$ cat src/rtl/fspa_pkg.sv
`default_nettype none

package fspa_pkg;

    localparam int DEFAULT_MAX_SLOTS    = 1024;
    localparam int DEFAULT_ADDRESS_BITS = 48;

    localparam int SHIFT_W       = 4;
    localparam int COUNT_FIELD_W = 11;
    localparam int MAX_SHIFT     = 12;
    localparam int RESET_SHIFT   = 6;
    localparam int RESET_COUNT   = 1024;
    localparam int CFG_INDEX_W   = 2;

    typedef enum logic [CFG_INDEX_W-1:0] {
        CFG_BASE_ADDRESS = 2'd0,
        CFG_SLOT_SHIFT   = 2'd1,
        CFG_SLOT_COUNT   = 2'd2
    } cfg_index_t;

    // Width of a slot count or a link; both must hold the slot total itself,
    // which also serves as the null link.
    function automatic int fspa_count_width(input int max_slots);
        return $clog2(max_slots + 1);
    endfunction

    // Saturates a written slot count into the range 2 .. max_slots.
    function automatic logic [31:0] fspa_clamp_count(input logic [COUNT_FIELD_W-1:0] v,
                                                     input int max_slots);
        logic [31:0] wide;
        wide = 32'(v);
        if (wide < 32'd2) begin
            return 32'd2;
        end
        if (wide > 32'(max_slots)) begin
            return 32'(max_slots);
        end
        return wide;
    endfunction

endpackage

`default_nettype wire

$ cat src/rtl/fspa_rebuild.sv
`default_nettype none

module fspa_rebuild
    import fspa_pkg::*;
#(
    parameter int MAX_SLOTS = DEFAULT_MAX_SLOTS
) (
    input  wire logic                                   aclk,
    input  wire logic                                   aresetn,
    input  wire logic                                   start,
    input  wire logic [fspa_count_width(MAX_SLOTS)-1:0] count,
    output logic                                        busy,
    output logic                                        wr_en,
    output logic      [$clog2(MAX_SLOTS)-1:0]           wr_addr,
    output logic      [fspa_count_width(MAX_SLOTS)-1:0] wr_data
);

    localparam int IDX_W  = $clog2(MAX_SLOTS);
    localparam int LINK_W = fspa_count_width(MAX_SLOTS);

    logic             busy_reg, busy_next;
    logic [IDX_W-1:0] idx_reg, idx_next;
    logic [LINK_W-1:0] idx_wide;
    logic             last;

    assign idx_wide = LINK_W'(idx_reg);
    assign last     = (idx_reg == IDX_W'(MAX_SLOTS - 1));

    always_comb begin
        busy_next = busy_reg;
        idx_next  = idx_reg;
        if (start) begin
            busy_next = 1'b1;
            idx_next  = '0;
        end else if (busy_reg) begin
            if (last) begin
                busy_next = 1'b0;
            end else begin
                idx_next = idx_reg + IDX_W'(1);
            end
        end
    end

    always_ff @(posedge aclk) begin
        if (!aresetn) begin
            busy_reg <= 1'b1;
            idx_reg  <= '0;
        end else begin
            busy_reg <= busy_next;
            idx_reg  <= idx_next;
        end
    end

    // Slots 2 .. count-1 point one slot down; every other entry is null.
    assign busy    = busy_reg;
    assign wr_en   = busy_reg;
    assign wr_addr = idx_reg;
    assign wr_data = (idx_wide >= LINK_W'(2) && idx_wide < count)
                   ? idx_wide - LINK_W'(1) : LINK_W'(MAX_SLOTS);

endmodule

`default_nettype wire

$ cat config.mk
export PLATFORM = sky130hd
export DESIGN_NAME = fspa_rebuild
export DESIGN_NICKNAME = d
export VERILOG_FILES = /design/src/rtl/fspa_pkg.sv /design/src/rtl/fspa_rebuild.sv
export SDC_FILE = /design/constraint.sdc
export NUM_CORES = 1
export LEC_CHECK = 0
export ABC_AREA = 1
export BUFFER_PORTS_ARGS = -buffer_cell sky130_fd_sc_hd__buf_2
export CAP_MARGIN = 20
export CORE_UTILIZATION = 45
export DETAILED_ROUTE_END_ITERATION = 6
export GPL_TIMING_DRIVEN = 0
export PLACE_DENSITY = 0.78
export SYNTH_ARGS = -nofsm -noshare
export SYNTH_HDL_FRONTEND = slang
export SYNTH_SLANG_ARGS = --single-unit
$ cat constraint.sdc
create_clock -name aclk -period 1.6 [get_ports aclk]
set_input_delay 0.16 -clock aclk [delete_from_list [all_inputs] [get_ports aclk]]
set_output_delay 0.16 -clock aclk [all_outputs]
set_load 0.02 [all_outputs]
==> impl_results.md <==
* Library cells used by synthesis at 27
* Die area at between 0.002 and 0.003 mm^2
* Lkg Pwr at around 0.93 nW
* Placer Congestion at 0.922
* Fin. Hold Viols at 0
* Final Core Density at between 80% and 90%
* Largest net degree at the start of global routing at 11
* P per Cell Area at 379 mW/mm^2
* Fraction of registers with async set/reset at 0%
* Final net count at between 200 and 300
* Max Freq at around 0.54 GHz
* Minimum clock period at between 1500 and 2000 ps
* Tightest Pin Transition at around 390 ps
* CP startpoint kind: register
* Clk sinks at 11
* Register area share after synthesis at roughly 19%
* Met2 Usage GRT at roughly 45%
* Global Route met3 Usage at around 1.2%
* Total power at between 0.7 and 0.8 mW
* First-pass GRT wire length at between 5 and 6 mm
* Yosys reg bits at 11
* CTS tree: done
* GRT Overall Usage at 25.7%
* WL/cell at around 14 um
* # rows at 17
* Post-synth EDFFs at 0
* Antenna cells at 0
* Clock Tree Buf Depth at 2
* Arr. time, crit path at between 1500 and 2000 ps
* Crit path required time at 1440 ps
* Synthesized area per cell at roughly 6 um^2
* Starting Density at approximately half
* Post-Syn Area at between 0.001 and 0.0015 mm^2
* Ports at 37
* Core footprint at 0.00230 mm^2
* Met1 usage at roughly 33%
* Layout area overhead at 65.9%
* TritonRoute pass-1 iters at 4
* Share of layout cells above drive strength 1 at a little under half
* Die width at about 52 um
* Gate count after technology mapping at about 190
* Reg clk slew, reported paths at around 80 ps
* GR peak layer: met2
* Drt initial violations at 48
* Synthesized Nets at about 210
* Post-route ant nets at 0
* Die H at 52.2 um
* CTS root buf: clkbuf_4
* Maxcap violations at 0
* Max FFs per register at 10
* Total grt overflow at 0
* Initial antenna violation count at 0
* Critical path class: reg2out
* Max Slew Vio Count at 0
* Drt drc at 0
* PnR worst setup slack at -242 ps
* Total wire length at around 3.9 mm
* CP Max Fanout at 7
* # H-tree levels at 1
* RSZ-0062 raised after global routing: true
* Synth Warn # at 0
* Primary FF master, synth: dfxtp_1
* Vias in the first global route at between 1000 and 1500
* Peak VDD IR at 0.512 mV
* Final Setup Violations at 12
* CP Capture Type: output port
* CTS Buf Count at 3
* Failing checks: negative setup slack
* Hold WC Path Type: in2reg
* # fillers at 143
* Vias at 1471
* Skew final at approximately 3 ps
* Status: complete, but fails checks
* Tcrit/Tclk final at 115%
* Clk Latency, worst-skew pair at approximately 280 ps
* Post-DP HPWL at 2.25 mm
* Worst slack, placed at -170 ps
* Vias per cell at 5.41
* Slew margin rel. at about three quarters
* Buffers on Ports at 36
-- cells in the mapped netlist (2+ instances only) --
cell type,instances,share of area [%]
a21oi_1,9,4.0
buf_4,2,1.3
dfxtp_1,11,19
ha_1,12,13
inv_1,27,8.9
nand2_1,44,15
nand2_2,2,1.1
nand3_1,11,4.8
nand4_1,5,2.8
nor2_1,37,12
nor2_2,3,1.7
nor3_1,4,1.8
o21ai_0,2,0.88
xor2_1,3,2.3
-- what timing repair did --
action	CTS	global route
setup endpoints to repair	11	15
resized for setup	35	9
hold buffers	0	0
pin swaps	10	7
gates cloned	0	0
buffers inserted	13	6
-- critical path, stage by stage, from the launching register on --
cell and delay [ps]:
dfxtp_4 370, buf_4 150, nor2_4 150, nand2_1 80
nor2_1 90, nand2_1 110, nand4_4 140, buf_12 160
nor2_4 40, buf_6 130
-- routing by layer --
layer	part of all wire, %	wire (um)	vias up
li1	-	-	699
met1	40	1570	685
met2	52	2020	82
met3	6.9	268	5
met4	1.3	52	0
met5	0	0	-
-- kinds of logic (layout without fill, tap and decap cells) --
kind of cell               count (synthesis)  after routing  share of synthesized area (%)
AOI/OAI and AO/OA                         13             13                           6.06
xor gates and xnor gates                   4              4                           3.08
adders and majority gates                 12             12                           13.2
buffers and inverters                     33             92                           12.7
DFF                                       11             11                           19.4
and+or+nand+nor                          112            112                           45.6
-- placed cells by master, fill, tap and decap left out, types with 2 or more instances in the layout --
cell	count
nor3_1	4
ha_1	3
nand3_1	11
ha_4	7
nor2_1	26
xor2_1	3
nand4_1	5
nand2_2	8
nor2_4	14
a21oi_2	3
dfxtp_4	10
o21ai_0	2
ha_2	2
a21oi_1	6
clkbuf_4	4
buf_2	25
buf_4	18
inv_1	26
nand2_1	38
buf_6	15
-- worst paths after layout --
path	startpoint	to	slack [ps]	depth (start not counted)
worst max register to register	wr_addr[0]	wr_addr[2]	-10	9
worst max-delay path	wr_addr[1]	wr_data[6]	-240	9
worst min register to register	wr_addr[7]	wr_addr[7]	630	3
worst min-delay path	start	wr_addr[8]	120	4
-- layout make-up --
type / instances / area (um^2) / area share (%)
inverters: 28 / 110 / 5.84
flip-flops and latches: 11 / 258 / 13.7
multi-input cells: 141 / 998 / 53.0
repair buffers: 55 / 408 / 21.6
well taps: 28 / 35.0 / 1.86
plain buffers: 5 / 48.8 / 2.59
clock buffers: 4 / 26.3 / 1.39
-- report_power, final --
part	switching (mW)	internal, mW	leakage (nW)
logic	0.133	0.114	0.822
registers	0.00413	0.261	0.0968
clock network	0.105	0.0968	0.0150
-- through the flow --
step / std cells / TNS [ps] / hold WS, ps / area (um^2)
after floorplan: 185 / -28.5 / 312 / 1330
after global placement: 249 / -1300 / 413 / 1550
after detailed placement: 249 / -1520 / 417 / 1550
after CTS: 266 / -2300 / 126 / 1790
after global routing: 272 / -3150 / 146 / 1880
final: 272 / -2520 / 123 / 1880
Power figures use the tool's default switching activity.
