$ cat config.mk
export PLATFORM = sky130hd
export DESIGN_NAME = fspa_ram
export DESIGN_NICKNAME = d
export VERILOG_FILES = /design/src/rtl/fspa_ram.sv
export SDC_FILE = /design/constraint.sdc
export NUM_CORES = 1
export LEC_CHECK = 0
export BUFFER_PORTS_ARGS = -buffer_cell sky130_fd_sc_hd__buf_2
export CAP_MARGIN = 40
export CORE_UTILIZATION = 35
export CTS_CLUSTER_SIZE = 25
export DETAILED_ROUTE_END_ITERATION = 7
export PLACE_DENSITY_LB_ADDON = 0.2
export SLEW_MARGIN = 20
export SYNTH_ARGS = -nofsm -noshare
export SYNTH_HDL_FRONTEND = slang
export SYNTH_SLANG_ARGS = --single-unit
$ cat constraint.sdc
create_clock -name aclk -period 1.9 [get_ports aclk]
set_input_delay 0.19 -clock aclk [delete_from_list [all_inputs] [get_ports aclk]]
set_output_delay 0.19 -clock aclk [all_outputs]
set_load 0.02 [all_outputs]
$ cat src/rtl/fspa_ram.sv
`default_nettype none

module fspa_ram #(
    parameter int WIDTH = 8,
    parameter int DEPTH = 16
) (
    input  wire logic                     aclk,
    input  wire logic                     wr_en,
    input  wire logic [$clog2(DEPTH)-1:0] wr_addr,
    input  wire logic [WIDTH-1:0]         wr_data,
    input  wire logic                     rd_en,
    input  wire logic [$clog2(DEPTH)-1:0] rd_addr,
    output logic      [WIDTH-1:0]         rd_data
);

    logic [WIDTH-1:0] mem [DEPTH];

    always_ff @(posedge aclk) begin
        if (wr_en) begin
            mem[wr_addr] <= wr_data;
        end
        if (rd_en) begin
            rd_data <= mem[rd_addr];
        end
    end

endmodule

`default_nettype wire

==> flow_summary_export.csv, run 1 <==
group,metric,value,unit
status,status,"complete, no violations",
worst_setup_path,rr_startpoint,"mem[3][7]",
clock_tree,cts_sinks,136,
hold_path,hold_path_class,"in2reg",
worst_setup_path,reg2reg_slack,440,ps
global_route,met2_usage,0.2138,
final_layout,layout_common_cells,"edfxtp_1, buf_2, buf_4",
global_route,busiest_layer,"met2",
worst_setup_path,crit_path_end_kind,"flop",
route,wl,10370,um
final_layout,area_delta_synth_final,18.48,%
power_and_ir_drop,ir_drop,0.5791,mV
clock_tree,clk_pin_slew,50,ps
run,maxCapViolCount,0,
global_route,gr-usage-met1,0.2048,
sta,drv_slew,0,
synthesis,yosysWarnings,0,
global_route,antenna_found_initial,2,
sta,max_slew_margin,0.6843,
placement,io_buffers,26,
synthesis,synth_cells,229,
worst_setup_path,crit_arrival,1600,ps
power_and_ir_drop,power.switching,0.001272,W
global_route,grt_usage,0.1464,
synthesis,synth_cell_types,18,
worst_setup_path,worstSetupStartpointType,"flop",
final_layout,drive_above_1_share,0.2876,
synthesis,yosys-top-cells-area,"edfxtp_1, mux4_2, mux4_1",
worst_setup_path,r2r_cells,3,
sta,tightest_slew,473.5,ps
floorplanning,start_util,0.3597,
floorplanning,io_pins,27,
final_layout,fin_nets,305,
synthesis,synth-seq-area-share,0.7812,
sta,finalSetupViolations,0,
final_layout,fill_cells,1305,
synthesis,syn-num-nets,248,
power_and_ir_drop,seqPwrFrac,0.529,
sta,fin_skew,5.451,ps
clock_tree,clk_path_buf_depth,2,
clock_tree,htree_levels,4,
route,drtIter0Drc,187,
synthesis,yosys.area.top_type,"edfxtp_1",
final_layout,regArea,0.004084,mm^2
power_and_ir_drop,total_leakage_power,2.073,nW
route,dr.pass1.iters,4,
power_and_ir_drop,p_sw_frac,0.1978,
route,ant_nets,0,
global_route,grt_pass1_vias,2561,
power_and_ir_drop,comb_power_share,0.051,
floorplanning,die_h,124.2,um
worst_setup_path,crit_required,2040,ps
synthesis,netlist.area_leader.share,0.7812,
synthesis,syn_area,0.005228,mm^2
placement,place_hpwl,6568,um
floorplanning,die_area,0.01543,mm^2
sta,holdWs,163.1,ps
worst_setup_path,crit_type,"reg2reg",
clock_tree,cts_buffers,17,
final_layout,final_common_cell,"edfxtp_1",
floorplanning,die_w,124.2,um
clock_tree,root_buffer,"clkbuf_16",
placement,gp_congestion,0.6864,
route,vias_per_cell,5.002,
route,drc_errors,0,
hold_path,whs_endpoint,"rd_data[4]",
power_and_ir_drop,power.density,1038,mW/mm^2
clock_tree,postCtsSetupBuffers,0,
clock_tree,clk_latency,400,ps
sta,rsz0062_at_grt,"no",
clock_tree,ctsHoldBuffers,0,
sta,finalCriticalPeriod,1462,ps
power_and_ir_drop,internal-power,0.005159,W
sta,fin_setup_tns,0,ps
clock_tree,cts_tree,"yes",
synthesis,synth_seq_cells,136,
final_layout,multi_input_area,0.001057,mm^2
hold_path,hold_depth,1,
worst_setup_path,critPathMaxFanout,1,
global_route,grt_max_degree,22,
synthesis,avgSynthCellArea,22.83,um^2
floorplanning,core,0.01453,mm^2
floorplanning,rows,44,
hold_path,hold_start,"rd_en",
route,avgRoutedWirePerCell,21.38,um
sta,fin_crit_sh,0.7693,
route,vias,2426,
sta,fmax,0.6841,GHz
global_route,grt_first_pass_wirelength,15810,um
power_and_ir_drop,clockPowerShare,0.419,
clock_tree,post_cts_resized,0,
worst_setup_path,timing.rr.end,"rd_data[7]",
global_route,grtUsageMet3,0.05129,
sta,hold_viol_final,0,
global_route,gr-total-overflow,0,
[metal layers]
layer	vias up	routed length, um
met5	-	0
met4	0	30
met3	2	572
met2	62	4895
met1	1259	4873
li1	1103	-
[cell families (layout without fill, tap and decap cells)]
family,count (synthesis),after routing,share of synthesized area
compound gates,16,16,0.02298
buf+inv,10,80,0.01651
flops,136,136,0.7812
mux,32,32,0.1479
other cells,0,2,0
simple gates,35,35,0.03136
[how the worst max path moves through the flow]
stage | startpoint | slack, ps | endpoint
finish | mem[3][7] | 440 | rd_data[7]
global route | mem[7][0] | 370 | rd_data[0]
CTS | mem[7][0] | 400 | rd_data[0]
detailed placement | rd_addr[0] | 130 | rd_data[3]
global placement | rd_addr[0] | 120 | rd_data[3]
floorplan | wr_addr[2] | 220 | mem[0][0]
[cells in the mapped netlist, drive strengths merged]
cell type	count
nor2	13
nand2	9
nor3	4
buf	7
and2b	1
nand2b	2
and2	1
mux4	32
edfxtp	136
or3b	1
nand3b	2
nand3	1
nor2b	1
a22oi	16
clkdlybuf4s25	3
[layout make-up]
cell class / count / area share
antenna: 2 / 0.0008081
clock buffer: 25 / 0.07354
clock inverter: 7 / 0.004646
multi-input combinational: 83 / 0.1707
sequential: 136 / 0.6594
tap: 184 / 0.03717
timing repair buffer: 48 / 0.05374
[power by group through the flow]
stage	combinational (W)	sequential, W	clock (W)
2_1_floorplan	0.000171	0.00347	0
3_3_place_gp	0.000334	0.00346	0
3_5_place_dp	0.000340	0.00346	0
4_1_cts	0.000340	0.00340	0.00275
5_1_grt	0.000361	0.00341	0.00290
6_report	0.000330	0.00340	0.00270
[through the flow]
stage	instances	power [W]	setup slack (ps)	area, um^2	utilization
after CTS	483	0.006489	396.9	6188	0.4258
final	485	0.006431	438.3	6193	0.4261
after global placement	451	0.003794	121.0	5704	0.3925
after detailed placement	451	0.003802	131.9	5704	0.3925
after floorplan	229	0.003645	217.1	5228	-
after global routing	483	0.006665	374.7	6188	0.4258
[critical path, stage by stage, from the launching register on]
cell      delay [ps]
edfxtp_1         360
mux4_2           470
a22oi_1          270
nand2_1          110
[registers in the layout, indices dropped and copies added, names as in the netlist]
register,cells
rd_data,8
mem,128
Power figures use the tool's default switching activity.
==> run 2: changes to the inputs <==
- clock period: 1.9 -> 1.4 ns (I/O delays scaled with it)
==> run 2 against run 1 <==
The flow now finishes with violations (negative setup slack). Critical endpoint is now rd_data[6]. Largest cell class unchanged. Clock power grew 44%. Wire length grew 0.99%. First-iteration DRC count grew 6.4%. Fmax grew 0.81%. Largest power group unchanged.
==> flow_summary_export.csv, run 2 (same netlist as run 1, synthesis figures left out) <==
group,metric,value,unit
placement,place_hpwl,6961,um
final_layout,regArea,0.004084,mm^2
status,status,"complete, but fails checks",
worst_setup_path,r2r_cells,4,
route,dr.max_layer_used,"met4",
route,wl_met3,455,um
clock_tree,cts_sinks,136,
route,route.met2.wl,5100,um
route,ant_nets,0,
clock_tree,ctsHoldBuffers,0,
route,drtIter0Drc,199,
clock_tree,root_buffer,"clkbuf_16",
clock_tree,cts_buffers,17,
final_layout,multi_input_area,0.001070,mm^2
global_route,grt_usage,0.1480,
floorplanning,die_w,124.2,um
route,wl_met1,4732,um
sta,finalCriticalPeriod,1450,ps
global_route,grt_pass1_vias,2574,
clock_tree,clk_latency,410,ps
clock_tree,clk_path_buf_depth,2,
route,wl,10470,um
sta,holdWs,104.4,ps
sta,tightest_slew,746.3,ps
worst_setup_path,rr_startpoint,"mem[0][6]",
worst_setup_path,crit_required,1560,ps
sta,max_slew_margin,0.5015,
worst_setup_path,worstSetupStartpointType,"flop",
sta,hold_viol_final,0,
final_layout,fin_nets,315,
hold_path,hold_path_class,"in2reg",
placement,gp_congestion,0.7608,
worst_setup_path,critPathMaxFanout,1,
route,avgRoutedWirePerCell,21.33,um
floorplanning,rows,44,
worst_setup_path,timing.rr.end,"rd_data[6]",
power_and_ir_drop,total_power,0.009017,W
status,failed_checks,"negative setup slack",
floorplanning,die_area,0.01543,mm^2
sta,finalWorstSetupSlack,-50.06,ps
run,maxCapViolCount,0,
final_layout,largest_register_ffs,128,
route,drc_errors,0,
global_route,grt_max_degree,21,
global_route,gr-total-overflow,0,
final_layout,final_common_cell,"edfxtp_1",
final_layout,top_regs,"mem (128), rd_data (8)",
floorplanning,io_pins,27,
worst_setup_path,crit_path_end,"rd_data[6]",
sta,drv_slew,0,
clock_tree,clk_pin_slew,50,ps
final_layout,layout_common_cells,"edfxtp_1, mux4_2, buf_2, buf_4, clkbuf_16",
final_layout,area_delta_synth_final,21.40,%
worst_setup_path,reg2reg_slack,-50,ps
placement,post-place-ws,-359.4,ps
sta,fin_setup_tns,-93.95,ps
power_and_ir_drop,power.density,1421,mW/mm^2
route,dr.pass1.iters,7,
clock_tree,cts_tree,"yes",
hold_path,hold_depth,1,
power_and_ir_drop,total_leakage_power,2.128,nW
final_layout,drive_above_1_share,0.3941,
placement,io_buffers,26,
route,vias_per_cell,4.947,
worst_setup_path,crit_path_end_kind,"flop",
floorplanning,die_h,124.2,um
worst_setup_path,crit_start,"mem[0][6]",
floorplanning,core,0.01453,mm^2
clock_tree,postCtsSetupBuffers,0,
power_and_ir_drop,ir_drop,0.9321,mV
sta,fin_crit_sh,1.036,
final_layout,fill_cells,1286,
floorplanning,start_util,0.3597,
final_layout,antenna_cells,0,
worst_setup_path,crit_type,"reg2reg",
clock_tree,htree_levels,4,
global_route,antenna_found_initial,0,
worst_setup_path,crit_arrival,1610,ps
sta,fmax,0.6896,GHz
sta,rsz0062_at_grt,"yes",
sta,finalSetupViolations,5,
final_layout,top_register,"mem",
global_route,grt_first_pass_wirelength,15930,um
sta,fin_skew,4.582,ps
route,vias,2429,
==> run 2: changes by cell type in the layout (fill, tap and decap cells not counted), sizes merged <==
cell	change
clkinv	+2
bufinv	+1
clkbuf	-7
clkinvlp	+2
buf	+10
diode	-2
==> run 2: worst min path at each step <==
stage | endpoint | from
after global placement | rd_data[2] | rd_en
after CTS | rd_data[5] | rd_en
after detailed placement | rd_data[2] | rd_en
after floorplan | mem[0][0] | wr_data[0]
after global routing | rd_data[7] | rd_en
final | rd_data[2] | rd_en
==> run 2: timing repair <==
action | in CTS | in global routing
endpoints found under the setup margin | 7 | 8
hold endpoints to repair | 0 | 0
resized for setup | 12 | 4
pin swaps | 5 | 0
==> run 2: final cells by class <==
| cell class | instances | share of cell area |
|---|---|---|
| sequential | 136 | 0.6435 |
| clock buffer | 18 | 0.06763 |
| clock inverter | 12 | 0.01380 |
| timing repair buffer | 58 | 0.07019 |
| multi-input combinational | 83 | 0.1686 |
| tap | 184 | 0.03628 |
==> run 2: power breakdown <==
part | switching [W] | internal [W] | total (W) | leakage (nW)
Clock | 0.00152 | 0.00237 | 0.00390 | 0.256
Sequential | 0.0000240 | 0.00459 | 0.00462 | 1.24
Combinational | 0.000279 | 0.000224 | 0.000504 | 0.636
==> run 2: routing by layer <==
layer,vias up,track usage
met2,57,0.2268
met4,0,0.06591
met1,1251,0.1954
met3,15,0.04267
li1,1106,-
met5,-,0
==> run 2: through the flow <==
step / instance area [um^2] / cells / utilization
after CTS: 6330 / 490 / 0.4355
after global routing: 6346 / 491 / 0.4366
final: 6346 / 491 / 0.4366
after floorplan: 5240 / 229 / -
after detailed placement: 5822 / 461 / 0.4006
after global placement: 5822 / 461 / 0.4006
==> run 2: critical path, stage by stage (launching register included) <==
cell      delay (ps)
edfxtp_1         360
mux4_2           490
a22oi_2          160
buf_4            150
nand2_2           50
